## config.mk

```make
export PLATFORM = sky130hd
export DESIGN_NAME = midpoint_circle_rasterizer_unit
export DESIGN_NICKNAME = d
export VERILOG_FILES = /design/src/design/mcr_pkg.sv /design/src/design/midpoint_circle_rasterizer_unit.sv /design/src/design/mcr_front.sv /design/src/design/mcr_queue.sv /design/src/design/mcr_back.sv
export SDC_FILE = /design/constraint.sdc
export NUM_CORES = 1
export LEC_CHECK = 0
export ABC_CLOCK_PERIOD_IN_PS = 11300
export BUFFER_PORTS_ARGS = -buffer_cell sky130_fd_sc_hd__buf_2
export CORE_ASPECT_RATIO = 0.9
export CORE_MARGIN = 2
export CORE_UTILIZATION = 55
export DETAILED_ROUTE_END_ITERATION = 7
export PLACE_DENSITY = 0.7
export SYNTH_ARGS = -nofsm -noshare
export SYNTH_HDL_FRONTEND = slang
export SYNTH_SLANG_ARGS = --single-unit
```

## constraint.sdc

```tcl
create_clock -name clk -period 11.3 [get_ports clk]
set_input_delay 1.13 -clock clk [delete_from_list [all_inputs] [get_ports clk]]
set_output_delay 1.13 -clock clk [all_outputs]
set_load 0.01 [all_outputs]
```

## src/design/mcr_pkg.sv

```systemverilog
// Shared types and constants for the midpoint circle rasterizer.
`timescale 1ns / 1ps
package mcr_pkg;

	localparam int RADIUS_BITS = 14;
	localparam int COORD_W     = 15;
	localparam int SPAN_W      = 16;
	localparam int RAD_W       = 14;
	localparam int XD_W        = 17;
	localparam int YD_W        = 16;
	localparam int ERR_W       = 17;
	localparam int IDX_W       = 3;

	localparam logic CMD_START = 1'b0;
	localparam logic CMD_STEP  = 1'b1;

	// Kind of work one step item hands to the back end.
	typedef enum logic [1:0] {
		JOB_DONE,
		JOB_OUTLINE,
		JOB_FILL_FULL,
		JOB_FILL_HALF
	} mcr_kind_t;

	typedef struct packed {
		mcr_kind_t                   kind;
		logic signed [COORD_W-1:0]   x;
		logic signed [COORD_W-1:0]   y;
		logic signed [COORD_W-1:0]   xs;
		logic signed [COORD_W-1:0]   ys;
	} mcr_job_t;

	// Index of the final result that a job produces.
	function automatic logic [IDX_W-1:0] last_idx(input mcr_kind_t kind);
		case (kind)
			JOB_DONE:      last_idx = IDX_W'(0);
			JOB_OUTLINE:   last_idx = IDX_W'(7);
			JOB_FILL_FULL: last_idx = IDX_W'(3);
			JOB_FILL_HALF: last_idx = IDX_W'(1);
			default:       last_idx = IDX_W'(0);
		endcase
	endfunction

endpackage

```

## src/design/midpoint_circle_rasterizer_unit.sv

```systemverilog
// Top level of the midpoint circle rasterizer: front end, job queue, back end.
// Steps pass a queue entry and the job register before the output register.
// Throughput: one result per cycle unless the output is stalled; a step gives 8
//   results (outline), 4 or 2 (filled) or 1 (done); a queued step follows
//   the previous one with no gap. Start items produce no result; the 2-entry
//   queue sets how far the front end runs ahead of the result port.
// Reset: arst_n clears the circle state to idle and empties queue and output.
`timescale 1ns / 1ps
module midpoint_circle_rasterizer_unit (
	input  logic        clk,
	input  logic        arst_n,
	input  logic        s_tvalid,
	output logic        s_tready,
	input  logic [47:0] s_tdata,  // center_x[14:0], center_y[29:15], radius[43:30],
	                              // fill_mode[44], zero pad
	input  logic [0:0]  s_tuser,  // command
	output logic        m_tvalid,
	input  logic        m_tready,
	output logic [47:0] m_tdata,  // span_start[15:0], span_end[31:16], row[47:32]
	output logic [1:0]  m_tuser,  // has_pixels[0], done_res[1]
	output logic        m_tlast
);
	import mcr_pkg::*;

	mcr_job_t          push_job, pop_job;
	logic              push, pop, q_full, q_empty;
	logic [SPAN_W-1:0] span_start, span_end, row;
	logic              has_pixels, done_res;

	// Front end: decode each item, advance the midpoint terms on a step.
	mcr_front u_front (
		.clk       (clk),
		.arst_n    (arst_n),
		.in_valid  (s_tvalid),
		.in_ready  (s_tready),
		.command   (s_tuser[0]),
		.center_x  (s_tdata[14:0]),
		.center_y  (s_tdata[29:15]),
		.radius    (s_tdata[43:30]),
		.fill_mode (s_tdata[44]),
		.push      (push),
		.push_job  (push_job),
		.q_full    (q_full)
	);

	// Decouple: hold up to two pending steps while results drain.
	mcr_queue u_queue (
		.clk      (clk),
		.arst_n   (arst_n),
		.push     (push),
		.push_job (push_job),
		.full     (q_full),
		.pop      (pop),
		.pop_job  (pop_job),
		.empty    (q_empty)
	);

	// Back end: expand each step into spans behind the output register.
	mcr_back u_back (
		.clk        (clk),
		.arst_n     (arst_n),
		.q_empty    (q_empty),
		.q_job      (pop_job),
		.pop        (pop),
		.out_valid  (m_tvalid),
		.out_ready  (m_tready),
		.span_start (span_start),
		.span_end   (span_end),
		.row        (row),
		.has_pixels (has_pixels),
		.done_res   (done_res),
		.last       (m_tlast)
	);

	assign m_tdata = {row, span_end, span_start};
	assign m_tuser = {done_res, has_pixels};

	// The queue never takes a job while full, nor gives one while empty.
	a_no_overflow: assert property (@(posedge clk) disable iff (!arst_n)
		push |-> !q_full) else $error("job pushed into full queue");

	a_no_underflow: assert property (@(posedge clk) disable iff (!arst_n)
		pop |-> !q_empty) else $error("job popped from empty queue");

	// The done-only result is alone: it carries no pixels and closes its step.
	a_done_alone: assert property (@(posedge clk) disable iff (!arst_n)
		(m_tvalid && m_tuser[1]) |-> (m_tlast && !m_tuser[0]))
		else $error("done result not marked last or has pixels");

endmodule

```

## src/design/mcr_front.sv

```systemverilog
// Front end: takes input items, keeps the midpoint terms, issues jobs.
`timescale 1ns / 1ps
module mcr_front (
	input  logic                       clk,
	input  logic                       arst_n,
	input  logic                       in_valid,
	output logic                       in_ready,
	input  logic                       command,
	input  logic [mcr_pkg::COORD_W-1:0] center_x,
	input  logic [mcr_pkg::COORD_W-1:0] center_y,
	input  logic [mcr_pkg::RAD_W-1:0]   radius,
	input  logic                       fill_mode,
	output logic                       push,
	output mcr_pkg::mcr_job_t          push_job,
	input  logic                       q_full
);
	import mcr_pkg::*;

	localparam logic [COORD_W-1:0] RMASK = COORD_W'((1 << RADIUS_BITS) - 1);

	logic signed [COORD_W-1:0] step_x_q, step_y_q, cx_q, cy_q;
	logic signed [XD_W-1:0]    x_delta_q;
	logic signed [YD_W-1:0]    y_delta_q;
	logic signed [ERR_W-1:0]   err_acc_q;
	logic                      fill_q, running_q;

	logic                      accept, finished;
	logic [COORD_W-1:0]        r_m;
	logic signed [ERR_W-1:0]   err_n;
	logic signed [ERR_W+1:0]   decide;

	assign in_ready = !q_full;
	assign accept   = in_valid && in_ready;
	assign finished = !running_q || (step_x_q < step_y_q);
	assign push     = accept && (command == CMD_STEP);

	assign r_m    = {1'b0, radius} & RMASK;
	assign err_n  = err_acc_q + {y_delta_q[YD_W-1], y_delta_q};
	assign decide = {err_n[ERR_W-1], err_n, 1'b0} +
	                {{(ERR_W+2-XD_W){x_delta_q[XD_W-1]}}, x_delta_q};

	always_comb begin
		push_job.x  = cx_q;
		push_job.y  = cy_q;
		push_job.xs = step_x_q;
		push_job.ys = step_y_q;
		if (finished) begin
			push_job.kind = JOB_DONE;
		end else if (!fill_q) begin
			push_job.kind = JOB_OUTLINE;
		end else if (step_y_q > 0) begin
			push_job.kind = JOB_FILL_FULL;
		end else begin
			push_job.kind = JOB_FILL_HALF;
		end
	end

	always_ff @(posedge clk or negedge arst_n) begin
		if (!arst_n) begin
			step_x_q  <= '0;
			step_y_q  <= '0;
			x_delta_q <= '0;
			y_delta_q <= '0;
			err_acc_q <= '0;
			cx_q      <= '0;
			cy_q      <= '0;
			fill_q    <= 1'b0;
			running_q <= 1'b0;
		end else if (accept) begin
			if (command == CMD_START) begin
				cx_q      <= center_x;
				cy_q      <= center_y;
				fill_q    <= fill_mode;
				step_x_q  <= r_m;
				step_y_q  <= '0;
				x_delta_q <= XD_W'(1) - {1'b0, r_m, 1'b0};
				y_delta_q <= '0;
				err_acc_q <= '0;
				running_q <= 1'b1;
			end else if (finished) begin
				running_q <= 1'b0;
			end else begin
				step_y_q  <= step_y_q + COORD_W'(1);
				y_delta_q <= y_delta_q + YD_W'(2);
				if (!decide[ERR_W+1] && (decide != '0)) begin
					step_x_q  <= step_x_q - COORD_W'(1);
					err_acc_q <= err_n + x_delta_q;
					x_delta_q <= x_delta_q + XD_W'(2);
				end else begin
					err_acc_q <= err_n;
				end
			end
		end
	end

endmodule

```

## src/design/mcr_queue.sv

```systemverilog
// Two-entry job queue between the front and back ends.
`timescale 1ns / 1ps
module mcr_queue (
	input  logic              clk,
	input  logic              arst_n,
	input  logic              push,
	input  mcr_pkg::mcr_job_t push_job,
	output logic              full,
	input  logic              pop,
	output mcr_pkg::mcr_job_t pop_job,
	output logic              empty
);
	import mcr_pkg::*;

	mcr_job_t   mem_q [2];
	logic       wr_q, rd_q;
	logic [1:0] count_q;

	assign full    = count_q == 2'd2;
	assign empty   = count_q == 2'd0;
	assign pop_job = mem_q[rd_q];

	always_ff @(posedge clk) begin
		if (push) begin
			mem_q[wr_q] <= push_job;
		end
	end

	always_ff @(posedge clk or negedge arst_n) begin
		if (!arst_n) begin
			wr_q    <= 1'b0;
			rd_q    <= 1'b0;
			count_q <= '0;
		end else begin
			if (push) begin
				wr_q <= !wr_q;
			end
			if (pop) begin
				rd_q <= !rd_q;
			end
			case ({push, pop})
				2'b10:   count_q <= count_q + 2'd1;
				2'b01:   count_q <= count_q - 2'd1;
				default: count_q <= count_q;
			endcase
		end
	end

endmodule

```

## src/design/mcr_back.sv

```systemverilog
// Back end: expands one job into its spans, one result per cycle unless the output is stalled.
`timescale 1ns / 1ps
module mcr_back (
	input  logic                       clk,
	input  logic                       arst_n,
	input  logic                       q_empty,
	input  mcr_pkg::mcr_job_t          q_job,
	output logic                       pop,
	output logic                       out_valid,
	input  logic                       out_ready,
	output logic [mcr_pkg::SPAN_W-1:0] span_start,
	output logic [mcr_pkg::SPAN_W-1:0] span_end,
	output logic [mcr_pkg::SPAN_W-1:0] row,
	output logic                       has_pixels,
	output logic                       done_res,
	output logic                       last
);
	import mcr_pkg::*;

	logic                    active_q;
	logic [IDX_W-1:0]        idx_q;
	mcr_kind_t               kind_q;
	logic [SPAN_W-1:0]       xm_xs_q, xp_xs_q, xm_ys_q, xp_ys_q, xp_ys1_q;
	logic [SPAN_W-1:0]       yp_ys_q, ym_ys_q, yp_xs_q, ym_xs_q;
	logic [SPAN_W-1:0]       ex, ey, exs, eys;
	logic                    adv, emit, is_last;
	logic [SPAN_W-1:0]       s_n, e_n, r_n;

	assign ex  = {q_job.x[COORD_W-1], q_job.x};
	assign ey  = {q_job.y[COORD_W-1], q_job.y};
	assign exs = {q_job.xs[COORD_W-1], q_job.xs};
	assign eys = {q_job.ys[COORD_W-1], q_job.ys};

	assign adv     = !out_valid || out_ready;
	assign emit    = active_q && adv;
	assign is_last = idx_q == last_idx(kind_q);
	assign pop     = !q_empty && (!active_q || (emit && is_last));

	always_comb begin
		s_n = '0;
		e_n = '0;
		r_n = '0;
		case (kind_q)
			JOB_OUTLINE: begin
				case (idx_q)
					3'd0:    begin s_n = xm_xs_q; r_n = yp_ys_q; end
					3'd1:    begin s_n = xm_xs_q; r_n = ym_ys_q; end
					3'd2:    begin s_n = xp_xs_q; r_n = ym_ys_q; end
					3'd3:    begin s_n = xp_xs_q; r_n = yp_ys_q; end
					3'd4:    begin s_n = xm_ys_q; r_n = yp_xs_q; end
					3'd5:    begin s_n = xm_ys_q; r_n = ym_xs_q; end
					3'd6:    begin s_n = xp_ys_q; r_n = ym_xs_q; end
					default: begin s_n = xp_ys_q; r_n = yp_xs_q; end
				endcase
				e_n = s_n;
			end
			JOB_FILL_FULL, JOB_FILL_HALF: begin
				case (idx_q)
					3'd0:    begin s_n = xm_xs_q; e_n = xp_xs_q;  r_n = yp_ys_q; end
					3'd1:    begin s_n = xm_xs_q; e_n = xp_xs_q;  r_n = ym_ys_q; end
					3'd2:    begin s_n = xm_ys_q; e_n = xp_ys1_q; r_n = yp_xs_q; end
					default: begin s_n = xm_ys_q; e_n = xp_ys1_q; r_n = ym_xs_q; end
				endcase
			end
			default: begin
				s_n = '0;
			end
		endcase
	end

	// Job register: precompute all corner coordinates when a job is taken.
	always_ff @(posedge clk) begin
		if (pop) begin
			kind_q   <= q_job.kind;
			xm_xs_q  <= ex - exs;
			xp_xs_q  <= ex + exs;
			xm_ys_q  <= ex - eys;
			xp_ys_q  <= ex + eys;
			xp_ys1_q <= ex + eys - SPAN_W'(1);
			yp_ys_q  <= ey + eys;
			ym_ys_q  <= ey - eys;
			yp_xs_q  <= ey + exs;
			ym_xs_q  <= ey - exs;
		end
	end

	always_ff @(posedge clk or negedge arst_n) begin
		if (!arst_n) begin
			active_q <= 1'b0;
			idx_q    <= '0;
		end else if (pop) begin
			active_q <= 1'b1;
			idx_q    <= '0;
		end else if (emit) begin
			idx_q <= idx_q + IDX_W'(1);
			if (is_last) begin
				active_q <= 1'b0;
			end
		end
	end

	always_ff @(posedge clk) begin
		if (emit) begin
			span_start <= s_n;
			span_end   <= e_n;
			row        <= r_n;
			has_pixels <= kind_q != JOB_DONE;
			done_res   <= kind_q == JOB_DONE;
			last       <= is_last;
		end
	end

	always_ff @(posedge clk or negedge arst_n) begin
		if (!arst_n) begin
			out_valid <= 1'b0;
		end else if (adv) begin
			out_valid <= active_q;
		end
	end

endmodule
```

==> flow_summary.json <==
{
  "path_buf_inv": 0,
  "io_buffers": 102,
  "p_leak_nw": 11.90,
  "antenna_found_initial": 1,
  "finalSetupTns_ns": 0,
  "drc": 0,
  "synth-seq-area-share": 0.4699,
  "synth_flop_cell": "edfxtp_1",
  "wire_per_inst_um": 21.04,
  "grt_max_degree": 73,
  "cts.sinks": 437,
  "yosysWarnings": 0,
  "slew_headroom": 0.2039,
  "worstSkewPairLatency_ns": 0.59,
  "syn_nets": 2772,
  "clock_path_buffers": 3,
  "dr.pass1.iters": 5,
  "fp-row-count": 76,
  "cts_buffers": 46,
  "layout_min_cycle_time_ns": 6.189,
  "rsz0062_at_grt": "false",
  "setup_violations": 0,
  "finalHoldViolCount": 0,
  "grt_pass1_wl_um": 106600,
  "synthCells": 2509,
  "post-cts-setup-buffers": 0,
  "cts_htree_levels": 2,
  "async_flop_share": 0.2746,
  "drv_slew": 0,
  "cp-start-kind": "flop",
  "pin_count": 106,
  "worst_path_largest_cell_delay_ns": 0.84,
  "fmax_ghz": 0.1616,
  "total_power_mw": 9.563,
  "antenna_cells": 0,
  "wirelength_um": 68280,
  "clockRootBuffer": "clkbuf_16",
  "die_h_um": 212.8,
  "required_ns": 11.78,
  "fill_cells": 3888,
  "grt_pass1_vias": 19122,
  "globalRouteOverflowTotal": 0,
  "ir_drop_v": 0.0001666,
  "synth_cell_types": 92,
  "drive_above_1_share": 0.1202,
  "core-area_mm2": 0.04783,
  "status": "finished clean",
  "drtAntennaViolNets": 0,
  "power_density_mw_per_mm2": 327.6,
  "syn_area_mm2": 0.02665,
  "min_path_type": "reg2reg",
  "path_class": "reg2reg",
  "nets": 2848,
  "skew_ns": 0.02078,
  "die_w_um": 236.0,
  "hold_buffers": 0,
  "cp_max_fo": 32,
  "synth_top_area_share": 0.3572,
  "maxCapViolCount": 0,
  "yosysTopAreaCell": "edfxtp_1",
  "yosys-top-cells-area": "edfxtp_1 36%, dfrtp_1 11%, ha_1 9.4%",
  "period_share": 0.5477,
  "vias_per_cell": 6.041,
  "place.gp.congestion": 0.9184,
  "tightest_slew_ns": 1.190,
  "grt_usage": 0.2731,
  "synth_edf_count": 317,
  "dp_hpwl_um": 50290,
  "drt_iter0_drc": 1475,
  "critPathTopFamily": "compound AO/OA/AOI/OAI gates",
  "path_cells": "ha_1 > a211oi_1 > nor2_1 > o41ai_1 > o21ai_0 > o41ai_1 > xnor2_1 > ha_1 > a21oi_1 > o221ai_1 > nor4b_1 > and4_1 > o2111ai_1 > nor3_4 > a31oi_2 > a21oi_4 > mux2_1",
  "cts-resized-gates": 0,
  "clk_pin_slew_ns": 0.07,
  "die_area_mm2": 0.05023,
  "cts_tree": "built",
  "slowest_stage": "a21oi_4",
  "critPathArrivalTime_ns": 6.67,
  "area_delta_synth_final_pct": 9.517,
  "worstSetupEndpointType": "flop",
  "synth_seq_cells": 437,
  "via_count": 19602,
  "start_util": 0.5572,
  "avgSynthCellArea_um2": 10.62
}
[through the flow]
| step | hold slack (ns) | cells | setup slack (ns) | utilization | area (um^2) |
|---|---|---|---|---|---|
| after floorplan | 0.4419 | 2509 | 1.396 | - | 26650 |
| after global routing | 0.4860 | 3245 | 4.597 | 0.6102 | 29190 |
| after global placement | 0.4513 | 3161 | 5.237 | 0.5797 | 27730 |
| after detailed placement | 0.4598 | 3161 | 5.192 | 0.5797 | 27730 |
| final | 0.4712 | 3245 | 5.111 | 0.6102 | 29190 |
| after CTS | 0.4725 | 3245 | 5.142 | 0.6102 | 29190 |
[synthesized netlist by cell type (7+ instances only)]
master       n
edfxtp_1   317
nand2_1    236
nor2_1     218
ha_1       200
inv_1      173
a21oi_1    148
dfrtp_1    120
xnor2_1    115
clkbuf_1    72
nor3_1      72
mux2i_1     63
o21ai_0     62
mux2_2      61
xor2_1      54
nand3_1     49
o21ai_1     36
and3_1      34
or3_1       30
nor2b_1     26
o21bai_1    24
a21o_1      21
a221o_1     21
nand2b_1    21
nor4_1      19
a22o_1      18
a221oi_1    17
a31oi_1     15
mux4_2      15
nand4_1     15
o21a_1      15
buf_1       13
o211ai_1    13
o41ai_1     11
a211oi_1    10
fa_1        10
a211o_1      8
a21boi_0     8
nand3b_1     8
nor3b_1      8
a2111oi_0    7
and2_1       7
[routing by layer]
metal,up-vias,wire [um],track usage
li1,9272,-,-
met2,603,33440,0.4801
met4,0,2205,0.09620
met5,-,0,0
met1,9609,29350,0.3532
met3,118,3287,0.02922
[final cells by class]
cell class | instances | area, um^2 | share of cell area
tap | 624 | 780.7 | 0.02675
inverter | 174 | 653.1 | 0.02238
multi-input combinational | 1804 | 13110 | 0.4491
clock inverter | 27 | 232.7 | 0.007974
timing repair buffer | 122 | 663.1 | 0.02272
sequential | 437 | 12520 | 0.4291
clock buffer | 57 | 1224 | 0.04193
[registers in the layout (all words and copies together), names as in the netlist, 16 cells and up]
name and flops:
u_queue.mem_q 124, u_front.err_acc_q 17, u_front.x_delta_q 17, u_back.row 16
u_back.span_end 16, u_back.span_start 16, u_back.xp_xs_q 16, u_back.xp_ys1_q 16
u_back.xp_ys_q 16, u_back.ym_xs_q 16, u_back.ym_ys_q 16
[worst paths after layout]
| check | startpoint | to | slack (ns) | cells past startpoint |
|---|---|---|---|---|
| setup / recovery | u_front.y_delta_q[2] | u_front.step_x_q[0] | 5.11 | 17 |
| hold reg to reg | u_front.cy_q[10] | u_queue.mem_q[0][40] | 0.47 | 0 |
| hold / removal | u_front.cy_q[10] | u_queue.mem_q[0][40] | 0.47 | 0 |
| max in group asynchronous | arst_n | u_queue.rd_q | 9.22 | 2 |
| min in group asynchronous | arst_n | u_back.idx_q[2] | 0.58 | 1 |
| setup reg to reg | u_front.y_delta_q[2] | u_front.step_x_q[0] | 5.11 | 17 |
[cells in the final DEF, fill, tap and decap left out, types with 9 or more instances in the layout]
master and n:
buf_4 21, a221oi_1 17, nor2b_1 26, nor2_1 215, nand4_1 15, buf_2 101
edfxtp_1 317, clkbuf_16 47, mux2_2 61, o21a_1 15, fa_1 10, inv_1 172
a21o_1 21, dfrtp_1 118, o21ai_1 36, o21ai_0 62, o211ai_1 13, o41ai_1 11
o21bai_1 24, nand2_1 235, mux2i_1 63, a211oi_1 10, clkbuf_1 9, nor4_1 19
and3_1 33, a22o_1 18, a21oi_1 147, nor3_1 72, mux4_2 15, nand3_1 49
a31oi_1 15, a221o_1 21, xor2_1 54, ha_1 199, or3_1 30, xnor2_1 115
nand2b_1 21
[where the power goes]
part	total [mW]	switching, mW	internal, mW
logic	5.17	3.17	2.00
clock network	1.48	0.652	0.824
registers	2.91	0.320	2.59
[kinds of logic after synthesis]
family                   synth area share
AO/OA/AOI/OAI                      0.1344
buffers and inverters             0.03958
adder cells (fa/ha/maj)            0.1014
multiplexers                      0.06254
XOR/XNOR                          0.05554
flip-flops                         0.4699
AND/OR/NAND/NOR                    0.1366
Power figures use the tool's default switching activity.
